## config.mk

```make
export PLATFORM = sky130hd
export DESIGN_NAME = arpc_proxy
export DESIGN_NICKNAME = d
export VERILOG_FILES = /design/src/hw/rtl/arpc_pkg.sv /design/src/hw/rtl/arpc_proxy.sv
export SDC_FILE = /design/constraint.sdc
export NUM_CORES = 1
export LEC_CHECK = 0
export ABC_AREA = 1
export BUFFER_PORTS_ARGS = -buffer_cell sky130_fd_sc_hd__buf_4
export CORE_AREA = 2 2 149 151
export DETAILED_ROUTE_END_ITERATION = 10
export DIE_AREA = 0 0 151 153
export PLACE_DENSITY = 0.7
export SETUP_SLACK_MARGIN = 0.5
export SKIP_LAST_GASP = 1
export SLEW_MARGIN = 20
export SYNTH_ARGS = -nofsm -noshare
export SYNTH_HDL_FRONTEND = slang
export SYNTH_SLANG_ARGS = --single-unit
export TNS_END_PERCENT = 1
```

## constraint.sdc

```tcl
create_clock -name clk -period 7.55 [get_ports clk]
set_input_delay 2.265 -clock clk [delete_from_list [all_inputs] [get_ports clk]]
set_output_delay 2.265 -clock clk [all_outputs]
set_load 0.03 [all_outputs]
```

## src/hw/rtl/arpc_pkg.sv

```systemverilog
// Package with shared types, constants and codes of the ARP cache and responder.
package arpc_pkg;
  localparam int CACHE_ENTRIES = 16;
  localparam int PROXY_ENTRIES = 8;
  localparam int CIW = $clog2(CACHE_ENTRIES);
  localparam int PIW = $clog2(PROXY_ENTRIES);

  localparam logic [2:0] FN_RX     = 3'd0;
  localparam logic [2:0] FN_RESOLVE = 3'd1;
  localparam logic [2:0] FN_TICK   = 3'd2;
  localparam logic [2:0] FN_PINS   = 3'd3;
  localparam logic [2:0] FN_PDEL   = 3'd4;
  localparam logic [2:0] FN_CLEAR  = 3'd5;

  localparam logic [1:0] KIND_HIT   = 2'd0;
  localparam logic [1:0] KIND_MISS  = 2'd1;
  localparam logic [1:0] KIND_REPLY = 2'd2;

  localparam logic [1:0] OP_NONE    = 2'd0;
  localparam logic [1:0] OP_REQUEST = 2'd1;
  localparam logic [1:0] OP_REPLY   = 2'd2;
  localparam logic [15:0] RX_OP_REQUEST = 16'd1;

  localparam logic [1:0] CFG_OWN_MAC = 2'd0;
  localparam logic [1:0] CFG_OWN_IP  = 2'd1;
  localparam logic [1:0] CFG_CTO     = 2'd2;
  localparam logic [1:0] CFG_ITO     = 2'd3;

  localparam logic [31:0] CTO_RESET = 32'd1200000;
  localparam logic [31:0] ITO_RESET = 32'd180000;

  localparam int IN_W  = 3 + 16 + 48 + 32 + 32 + 32;
  localparam int IN_WB = ((IN_W + 7) / 8) * 8;
  localparam int OUT_W = 2 + 2 + 48 + 32 + 48 + 32 + 48;
  localparam int OUT_WB = ((OUT_W + 7) / 8) * 8;

  // Search request broadcast to every cell.
  typedef struct packed {
    logic [31:0] ip;
    logic [31:0] now;
    logic [31:0] cto;
    logic [31:0] ito;
  } srch_t;

  // Result flowing along the chain of cells.
  typedef struct packed {
    logic          match;
    logic [CIW-1:0] match_idx;
    logic          free;
    logic [CIW-1:0] free_idx;
    logic          expd;
    logic [CIW-1:0] expd_idx;
    logic [31:0]   old_age;
    logic [CIW-1:0] old_idx;
  } scan_t;

  // Write command to the cells.
  typedef struct packed {
    logic          we;
    logic [CIW-1:0] idx;
    logic          wr_mac;
    logic [31:0]   ip;
    logic [47:0]   mac;
    logic          complete;
    logic [31:0]   stamp;
    logic          clear;
  } cwr_t;
endpackage

```

## src/hw/rtl/arpc_proxy.sv

```systemverilog
// Proxy address set with lookup, insert, delete and clear.
module arpc_proxy (
  input  logic        clk,
  input  logic        rst_n,
  input  logic [31:0] look_ip,
  output logic        has,
  input  logic        ins,
  input  logic        del,
  input  logic        clr
);
  import arpc_pkg::*;

  logic [PROXY_ENTRIES-1:0] valid_r;
  logic [31:0]              ip_r [PROXY_ENTRIES];
  logic [PROXY_ENTRIES-1:0] eq;
  logic [PROXY_ENTRIES-1:0] first_free;

  always_comb begin
    for (int i = 0; i < PROXY_ENTRIES; i++) begin
      eq[i] = valid_r[i] && (ip_r[i] == look_ip);
    end
    has = |eq;
    first_free = ~valid_r & (valid_r + 1'b1);
  end

  always_ff @(posedge clk) begin
    if (!rst_n) begin
      valid_r <= '0;
    end else if (clr) begin
      valid_r <= '0;
    end else if (del) begin
      valid_r <= valid_r & ~eq;
    end else if (ins && !has) begin
      valid_r <= valid_r | first_free;
    end
  end

  always_ff @(posedge clk) begin
    for (int i = 0; i < PROXY_ENTRIES; i++) begin
      if (ins && !has && first_free[i]) begin
        ip_r[i] <= look_ip;
      end
    end
  end
endmodule

```

==> impl_metrics.tcl <==
set metrics [dict create \
    grt_pass1_wl_mm 33.8 \
    ant_nets 0 \
    cts-hold-fix-buffers 0 \
    skew_ns 0.00878 \
    cts_resized 0 \
    ys_warn_count 0 \
    worstMarginPinSlew_ns 0.854 \
    cp-startpoint "look_ip[8]" \
    drc 0 \
    grt_setup_unrepaired "no" \
    fillCellCount 1704 \
    max_freq_mhz 167 \
    critPathKind "in -> out" \
    io_buffers 37 \
    final_cells 1308 \
    cts.sinks 264 \
    switching_share_pct 20.8 \
    cp_common_cell "nand2_1" \
    num_vias 6484 \
    antenna_cells 0 \
    synth_cells 964 \
    synth_top_family_by_area "XOR/XNOR gates" \
    required_ns 5.29 \
    antenna_found_initial 0 \
    synthTopCellsByArea "edfxtp_1, xnor2_1, nand2_1, buf_6, nor2_1" \
    placed_cells 1259 \
    place_ws_ns 1.57 \
    clkLatencyLatePin_ns 0.53 \
    utilization_pct 61.7 \
    p_per_area_nw_per_um2 233 \
    post_cts_buffers 0 \
    syn_nets 1001 \
    dr.first_iter.drc_count 436 \
    crit_path_max_incr_delay_ns 0.21 \
    routedWlPerCell_um 15.9 \
    initial_core_util_pct 55.9 \
    syn_area_per_cell_um2 12.5 \
    synth_edf_count 256 \
    yosysMostFrequentCell "edfxtp_1" \
    final_layout_size_suffix_gt1_share_pct 11.3 \
    synth_flop_cell "edfxtp_1" \
    grt_usage_pct 18.9 \
    critPathMaxFanout 16 \
    setup_viol 0 \
    nets 1046 \
    ys_ff_latch 264 \
    place.detailed.hpwl_mm 13.4 \
    setup_ws_ns 1.56 \
    p_leak_nw 4.48 \
    synth-compound-area-share_pct 0.354 \
    cts-htree-levels 1 \
    power.clock.fraction_pct 41.3 \
    ff2ff_setup_slack_ns 4.49 \
    status "finished clean" \
    root_buffer "clkbuf_16" \
    r2r_start "ip_r[1][40]$_DFFE_PP_" \
    rows 54 \
    endpoint_kind "output port" \
    min_from "valid_r[4]$_SDFFE_PP0P_" \
    synthXorXnorAreaFrac_pct 17.1 \
    synth_cell_types 21 \
    maxCapViolCount 0 \
    avgViaCountPerCell 4.96 \
    path_cells "buf_4 -> xnor2_1 -> nand2_1 -> nor2_1 -> nand2_1 -> nor2_1 -> nand3_1 -> nand2_1 -> nor2_2 -> nand2_1 -> buf_4" \
    pwr-share-comb_pct 5.9 \
    synth_commonest_cells "edfxtp_1, nand2_1, xnor2_1" \
    first_pass_iters 4 \
    hold_violations 0 \
    cts_buffer_depth 3 \
    yosysTopAreaCell "edfxtp_1" \
    period_share_pct 79.4 \
    fin_setup_tns_ns 0 \
    cts_buffers 28 \
    die_w_um 151 \
    grt_overflow 0 \
    synth-simple-area-share_pct 12.7 \
    grt_pass1_vias 6313 \
    min_period_ns 5.99 \
    cpMaxStageDelayCell "nor2_1" \
    muxShareOfSynthArea_pct 0 \
    coreArea_um2 21500 \
    synth_top_cell_area_share_pct 64.0 \
    area_growth_syn_to_layout_pct 10.5 \
    syn-cell-area_um2 12000 \
    die_area_um2 23100 \
    place.gp.congestion 0.777 \
    finalWirelength_mm 20.7 \
    critical_path.startpoint_type "primary input" \
    p_switching_w 0.000642 \
    ioPinCount 38 \
    crit_arrival_ns 3.73 \
    placed_cell_area_um2 12400 \
    grt_max_degree 25 \
    cts_tree "done" \
    peakVddDrop_v 0.000201 \
    ys_seq_area_share_pct 65.4 \
    clk_pin_slew_worst_paths_ns 0.06 \
    p_seq_share_pct 52.8 \
    relSlewSlack_pct 42.8 \
    die_y_um 153 \
    synth_fa_ha_area_share_pct 0 \
    hold_class "reg -> reg" \
    async_flop_share_pct 0 \
    internal-power_w 0.00245 \
    final_cell_area_um2 13300 \
    drv_slew 0 \
]
## power groups by stage
stage | logic, W | registers (W) | clock network [W]
2_1_floorplan | 0.000143 | 0.00166 | 0
3_3_place_gp | 0.000182 | 0.00166 | 0
3_5_place_dp | 0.000186 | 0.00166 | 0
4_1_cts | 0.000187 | 0.00163 | 0.00130
5_1_grt | 0.000207 | 0.00163 | 0.00136
6_report | 0.000183 | 0.00163 | 0.00127
## area by class of cell
class                           instances  area [um2]  area share [%]
Clock buffer                           34         723            5.45
Timing Repair Buffer                   49         368            2.77
Multi-Input combinational cell        625        3680            27.8
Clock inverter                         15         135            1.02
Tap cell                              280         350            2.64
Sequential cell                       264        7850            59.2
Inverter                               41         159            1.20
## cell families after synthesis
family / after synthesis
xor+xnor: 234
buf+inv: 75
simple gates: 383
flops: 264
compound gates: 8
## critical path, delay by kind of cell
kind	cells	cell delay, ns
simple gates	8	0.92
buf+inv	2	0.33
xor+xnor	1	0.18
## layer usage
layer | vias to the layer above | GRT usage [%] | wire length (um)
li1 | 3234 | - | -
met3 | 29 | 2.96 | 880
met5 | - | 0 | 0
met1 | 3104 | 28.3 | 9820
met2 | 117 | 29.6 | 9680
met4 | 0 | 4.23 | 361
## final timing paths
kind / to / depth (start not counted)
worst max-delay path: has / 11
worst min register to register: valid_r[4]$_SDFFE_PP0P_ / 2
worst min-delay path: valid_r[4]$_SDFFE_PP0P_ / 2
worst max register to register: ip_r[0][42]$_DFFE_PP_ / 11
## flip-flops by register name, indices dropped and copies added (netlist names)
register  flops
ip_r        256
valid_r       8
## per-stage QoR
step	total power (W)	hold slack (ns)
floorplan	0.00180	0.491
detailed placement	0.00185	0.522
finish	0.00309	0.534
CTS	0.00312	0.531
global placement	0.00184	0.515
global route	0.00319	0.562
## cell usage in the layout (no fill, tap or decap), types with 8 or more instances in the layout
| cell | n |
|---|---|
| edfxtp_1 | 256 |
| nand2_1 | 251 |
| xnor2_1 | 233 |
| nor2_1 | 93 |
| buf_4 | 49 |
| inv_1 | 35 |
| clkbuf_16 | 28 |
| nand3_1 | 15 |
| nor2_2 | 10 |
| dfxtp_1 | 8 |
Power figures use the tool's default switching activity.
