File: src/hw/rtl/arpc_pkg.sv
// Package with shared types, constants and codes of the ARP cache and responder.
package arpc_pkg;
  localparam int CACHE_ENTRIES = 16;
  localparam int PROXY_ENTRIES = 8;
  localparam int CIW = $clog2(CACHE_ENTRIES);
  localparam int PIW = $clog2(PROXY_ENTRIES);

  localparam logic [2:0] FN_RX     = 3'd0;
  localparam logic [2:0] FN_RESOLVE = 3'd1;
  localparam logic [2:0] FN_TICK   = 3'd2;
  localparam logic [2:0] FN_PINS   = 3'd3;
  localparam logic [2:0] FN_PDEL   = 3'd4;
  localparam logic [2:0] FN_CLEAR  = 3'd5;

  localparam logic [1:0] KIND_HIT   = 2'd0;
  localparam logic [1:0] KIND_MISS  = 2'd1;
  localparam logic [1:0] KIND_REPLY = 2'd2;

  localparam logic [1:0] OP_NONE    = 2'd0;
  localparam logic [1:0] OP_REQUEST = 2'd1;
  localparam logic [1:0] OP_REPLY   = 2'd2;
  localparam logic [15:0] RX_OP_REQUEST = 16'd1;

  localparam logic [1:0] CFG_OWN_MAC = 2'd0;
  localparam logic [1:0] CFG_OWN_IP  = 2'd1;
  localparam logic [1:0] CFG_CTO     = 2'd2;
  localparam logic [1:0] CFG_ITO     = 2'd3;

  localparam logic [31:0] CTO_RESET = 32'd1200000;
  localparam logic [31:0] ITO_RESET = 32'd180000;

  localparam int IN_W  = 3 + 16 + 48 + 32 + 32 + 32;
  localparam int IN_WB = ((IN_W + 7) / 8) * 8;
  localparam int OUT_W = 2 + 2 + 48 + 32 + 48 + 32 + 48;
  localparam int OUT_WB = ((OUT_W + 7) / 8) * 8;

  // Search request broadcast to every cell.
  typedef struct packed {
    logic [31:0] ip;
    logic [31:0] now;
    logic [31:0] cto;
    logic [31:0] ito;
  } srch_t;

  // Result flowing along the chain of cells.
  typedef struct packed {
    logic          match;
    logic [CIW-1:0] match_idx;
    logic          free;
    logic [CIW-1:0] free_idx;
    logic          expd;
    logic [CIW-1:0] expd_idx;
    logic [31:0]   old_age;
    logic [CIW-1:0] old_idx;
  } scan_t;

  // Write command to the cells.
  typedef struct packed {
    logic          we;
    logic [CIW-1:0] idx;
    logic          wr_mac;
    logic [31:0]   ip;
    logic [47:0]   mac;
    logic          complete;
    logic [31:0]   stamp;
    logic          clear;
  } cwr_t;
endpackage

File: src/hw/rtl/arpc_cell.sv
// One cache entry with its stage of the lookup and victim-selection chain.
module arpc_cell (
  input  logic                 clk,
  input  logic                 rst_n,
  input  logic [arpc_pkg::CIW-1:0] my_idx,
  input  arpc_pkg::srch_t      srch,
  input  arpc_pkg::scan_t      scan_in,
  output arpc_pkg::scan_t      scan_out,
  input  arpc_pkg::cwr_t       wr,
  output logic [47:0]          mac,
  output logic                 complete,
  output logic [31:0]          age
);
  import arpc_pkg::*;

  logic        valid_r;
  logic [31:0] ip_r;
  logic [47:0] mac_r;
  logic        comp_r;
  logic [31:0] stamp_r;
  logic        expired;
  logic        hit;
  scan_t       scan_r, scan_nxt;

  assign age = srch.now - stamp_r;
  assign mac = mac_r;
  assign complete = comp_r;
  assign expired = comp_r ? (age >= srch.cto) : (age > srch.ito);
  assign hit = valid_r && (ip_r == srch.ip);
  assign scan_out = scan_r;

  always_comb begin
    scan_nxt = scan_in;
    if (!scan_in.match && hit) begin
      scan_nxt.match = 1'b1;
      scan_nxt.match_idx = my_idx;
    end
    if (!scan_in.free && !valid_r) begin
      scan_nxt.free = 1'b1;
      scan_nxt.free_idx = my_idx;
    end
    if (!scan_in.expd && valid_r && expired) begin
      scan_nxt.expd = 1'b1;
      scan_nxt.expd_idx = my_idx;
    end
    if (my_idx == '0 || age > scan_in.old_age) begin
      scan_nxt.old_age = age;
      scan_nxt.old_idx = my_idx;
    end
  end

  always_ff @(posedge clk) begin
    scan_r <= scan_nxt;
  end

  always_ff @(posedge clk) begin
    if (!rst_n) begin
      valid_r <= 1'b0;
    end else if (wr.clear) begin
      valid_r <= 1'b0;
    end else if (wr.we && wr.idx == my_idx) begin
      valid_r <= 1'b1;
    end
  end

  always_ff @(posedge clk) begin
    if (wr.we && !wr.clear && wr.idx == my_idx) begin
      ip_r <= wr.ip;
      comp_r <= wr.complete;
      stamp_r <= wr.stamp;
      if (wr.wr_mac) begin
        mac_r <= wr.mac;
      end
    end
  end
endmodule

File: config.mk
export PLATFORM = sky130hd
export DESIGN_NAME = arpc_cell
export DESIGN_NICKNAME = d
export VERILOG_FILES = /design/src/hw/rtl/arpc_pkg.sv /design/src/hw/rtl/arpc_cell.sv
export SDC_FILE = /design/constraint.sdc
export NUM_CORES = 1
export LEC_CHECK = 0
export BUFFER_PORTS_ARGS = -buffer_cell sky130_fd_sc_hd__buf_2
export CAP_MARGIN = 5
export CORE_AREA = 4 4 169 171
export DETAILED_ROUTE_END_ITERATION = 12
export DIE_AREA = 0 0 173 175
export GPL_ROUTABILITY_DRIVEN = 0
export HOLD_SLACK_MARGIN = 0.02
export PLACE_DENSITY = 0.74
export SKIP_CTS_REPAIR_TIMING = 1
export SLEW_MARGIN = 10
export SYNTH_ARGS = -nofsm -noshare
export SYNTH_HDL_FRONTEND = slang
export SYNTH_SLANG_ARGS = --single-unit
export TNS_END_PERCENT = 50
File: constraint.sdc
create_clock -name clk -period 6.55 [get_ports clk]
set_input_delay 1.965 -clock clk [delete_from_list [all_inputs] [get_ports clk]]
set_output_delay 1.965 -clock clk [all_outputs]
set_load 0.03 [all_outputs]
==> results list <==
- The flow ran to the end, and the final reports show no timing, DRC or antenna violations.
* Post-synthesis share of cell area spent on and, or, nand and nor gates: 0.1057
- The share of synthesized area in the top cell type comes to 0.3434.
* Max stage delay on crit path: 0.39 ns
- In the final design database the tool counted 1890 nets.
- Core Footprint: 0.02688 mm²
* Per-cell routed wire length: roughly 19 µm
* Critical Path Source Type: primary input
- Critical path cell sequence: buf_6 -> inv_4 -> ha_4 -> inv_2 -> fa_2 -> a21oi_2 -> o22ai_2 -> o311ai_1 -> buf_4 -> buf_4 -> a211oi_1 -> nor3b_1 -> xnor2_1 -> buf_4 -> buf_2
- Clock Sinks: 165
- The number of slew-limit violations in the final report was 0.
* Dominant delay contributor by cell family on the critical path: buffers and inverters
- Power spread over the standard cell area amounts to 236.7 mW/mm².
- Number of H-tree levels: 4
* Data required time at the worst endpoint: 4.59 ns
- Averaged over all synthesized cells, the footprint is 10.71 µm².
- The endpoint identified for the worst register-to-register timing path is scan_out[33]$_DFF_P_.
* Most frequent standard cell in the layout excluding fill and tap cells: buf_2
- For the pin with the worst max-slew slack, the measured transition is 1.084 ns.
- Count of boundary I/O pins: 437
* Worst slew margin relative to its limit: 0.2773
- Remaining Overflow, GRT: 0
- Min Tclk post-route: 6.459 ns
* Area of combinational cells with multiple inputs: 0.004994 mm²
- Dividing the final minimum period by the clock period gives 0.9862.
- Area overhead of the layout relative to synthesis: 40.69%
- For the worst flop-to-flop path, the logic depth is 21.
- The tree is rooted in a clkbuf_16.
* Class of the tightest hold or removal check: register to register
- The number of antenna violations at the first check in global routing came to 11.
- Along the worst path, the maximum fanout reaches 4.
- Max Cap Viol: 0
* Mux cell area share after synthesis: 0.03875
- Of the synthesized area, sequential elements account for 0.4488.
* Lkg Pwr: 6.835 nW
- Across every metal layer, demand over resource in global routing totals 0.2224.
- Number of logic stages on the critical path including buffering: 15
- Total via count after detailed routing: between 9k and 10k
- Y dimension of the die: between 150 and 200 µm
- Buffers plus inverters on the worst setup path: 7
- Of the cells placed in the final design, the portion with a size suffix greater than 1 is 0.4231.
- Worst hold slack after final layout: 0.4242 ns
- Post-Synthesis Cells: 923
- Fillers: 2484
* Post-synthesis share of cell area spent on full adders, half adders and majority gates: 0.1628
* Setup skew after layout: 0.01966 ns
- Category of the most critical setup path: primary input to output pin
- Of the total synthesized cell area, the portion taken by XOR and XNOR cells is 0.05407.
- Global-route wire length before repair: 52230 µm
- For this run, design rule violations remaining after detail routing come to 0.
- RSZ-0062 raised after global routing: true
- Clock-pin slew was measured on the worst setup and hold paths at 0.07 ns.
* CTS tree: built
* R2r startpoint: stamp_r[0]$_DFFE_PP_
* Critical path endpoint category: output pin
- By area, the combinational part of the netlist is dominated by adder cells.
- No sink is reached through more buffers than the 2 on the longest clock path.
- # setup viols final: 0
- Worst-path cell with the longest stage delay: fa_2
- The setup check on the worst reg-to-reg path leaves a slack of approximately 1.4 ns.
- Worst IR Drop VDD: 0.1672 mV
- Hold violation count in the final report: 0
- Effective utilization at floorplan: 0.3676
- Summing all flip-flop and latch instances after layout gives 0.004434 mm².
- Counting flops and latches in the post-synthesis netlist gives 165.
- Port Buf Inserts: 436
* Asr flop ratio synth: 0
- Library cell appearing most often on the critical path: buf_4
- Horizontal die dimension: 173 µm
- Detailed placement finished with a half-perimeter wire length of 29190 µm.
- Entering global routing, the biggest net connects 66 pins.
- Number of antenna-violating nets in the routed design: 0
* Number of nets produced by synthesis: 1356
- Cell area after synthesis: 0.009881 mm²
* Fraction of the mapped netlist area in compound gates: 0.1317
- End point of the critical path: age[24]
- For this block, the initial DRC count from the detailed router was roughly 450.
* Data arrival time at the worst-slack endpoint: 4.49 ns
- In the routed layout, each cell is associated on average with a via count of between 5 and 6.
- Number of buffers created by CTS: 17
- The pre-antenna-repair detailed-routing pass consisted of 5 iterations.
- Cell accounting for the most synthesized area: edfxtp_1
- Post-synth EDFFs: 113
- Top_reg_cell synth: edfxtp_1
* Critical path origin: srch[64]
- Number of distinct library cells after synthesis: 68
* Placement Rows: 60
* Die Outline Area: 0.03028 mm²
* Total routed wirelength: 35320 µm
* Fmax: approximately 150 MHz
- In the layout the commonest cells are buf_2, inv_1, ha_1.
- In the post-synthesis netlist, the biggest area contributors are edfxtp_1, ha_1, dfxtp_1, inv_1, xnor2_1.
* Warnings, synthesis: 0
- The via count of the first global-routing pass came to 9461.
- The design draws about 3.3 mW.
- Worst skew pair latency: 0.43 ns
==> power by group <==
| group | total (mW) | internal, mW | switching (mW) | leakage [nW] |
|---|---|---|---|---|
| Sequential | 1.20 | 1.18 | 0.0200 | 1.46 |
| Clock | 1.08 | 0.544 | 0.534 | 0.300 |
| Combinational | 1.02 | 0.426 | 0.589 | 5.08 |
==> routing by layer <==
metal	up-vias	global-route usage	part of all wire
met4	8	0.08813	0.032
li1	4445	-	-
met3	70	0.06599	0.083
met1	4299	0.2574	0.39
met2	417	0.3879	0.50
met5	-	0	0.0014
==> stage by stage <==
stage	util	setup slack (ns)	std cells	TNS (ns)	instance area (µm²)
floorplan	-	-0.04078	923	-0.06943	9883
global placement	0.4868	-0.2214	1773	-5.345	13080
detailed placement	0.4868	-0.3596	1773	-8.741	13080
CTS	0.5101	-0.09278	1805	-0.3277	13710
global route	0.5171	-0.01923	1817	-0.03653	13900
finish	0.5172	0.09069	1818	0	13900
==> sequential cells by signal (all words and copies together), names as in the netlist <==
register  cells
ip_r         32
stamp_r      32
scan_out     51
complete      1
mac          48
valid_r       1
==> area by class of cell <==
class | count | share of cell area
multi-input cells | 610 | 0.3592
repair buffers | 525 | 0.2075
inverters | 138 | 0.03744
clock buffers | 18 | 0.03240
clock inverters | 14 | 0.01251
flip-flops and latches | 165 | 0.3190
well taps | 341 | 0.03069
diodes | 7 | 0.001260
==> cells in the mapped netlist (all sizes together) (5+ instances only) <==
master / instances
nor3b: 5
nand2: 35
o31ai: 8
ha: 127
nand4: 27
a21oi: 48
o211ai: 12
xnor2: 50
nor2b: 8
edfxtp: 113
o21a: 5
o21ai: 25
dfxtp: 52
mux2: 34
a211oi: 6
xor2: 11
nor2: 44
inv: 138
nand3: 24
a221oi: 6
and4: 5
nor4: 6
a21o: 38
nor3: 16
buf: 8
nand2b: 8
a311oi: 5
==> worst min path at each step <==
stage / slack, ns / cells past startpoint / endpoint / startpoint
global route: 0.43 / 1 / scan_out[45]$_SDFF_PP1_ / valid_r$_SDFFE_PP0P_
global placement: 0.39 / 1 / scan_out[45]$_SDFF_PP1_ / valid_r$_SDFFE_PP0P_
finish: 0.42 / 1 / scan_out[45]$_SDFF_PP1_ / valid_r$_SDFFE_PP0P_
CTS: 0.43 / 1 / scan_out[45]$_SDFF_PP1_ / valid_r$_SDFFE_PP0P_
floorplan: 0.38 / 1 / scan_out[45]$_SDFF_PP1_ / valid_r$_SDFFE_PP0P_
detailed placement: 0.41 / 1 / scan_out[45]$_SDFF_PP1_ / valid_r$_SDFFE_PP0P_
==> cells by family after synthesis <==
kind of cell             count (synthesis)
AND/OR/NAND/NOR                        198
AO/OA/AOI/OAI                          189
flip-flops                             165
buffers and inverters                  148
adder cells (fa/ha/maj)                128
XOR/XNOR                                61
multiplexers                            34
(Power assumes the default switching activity.)
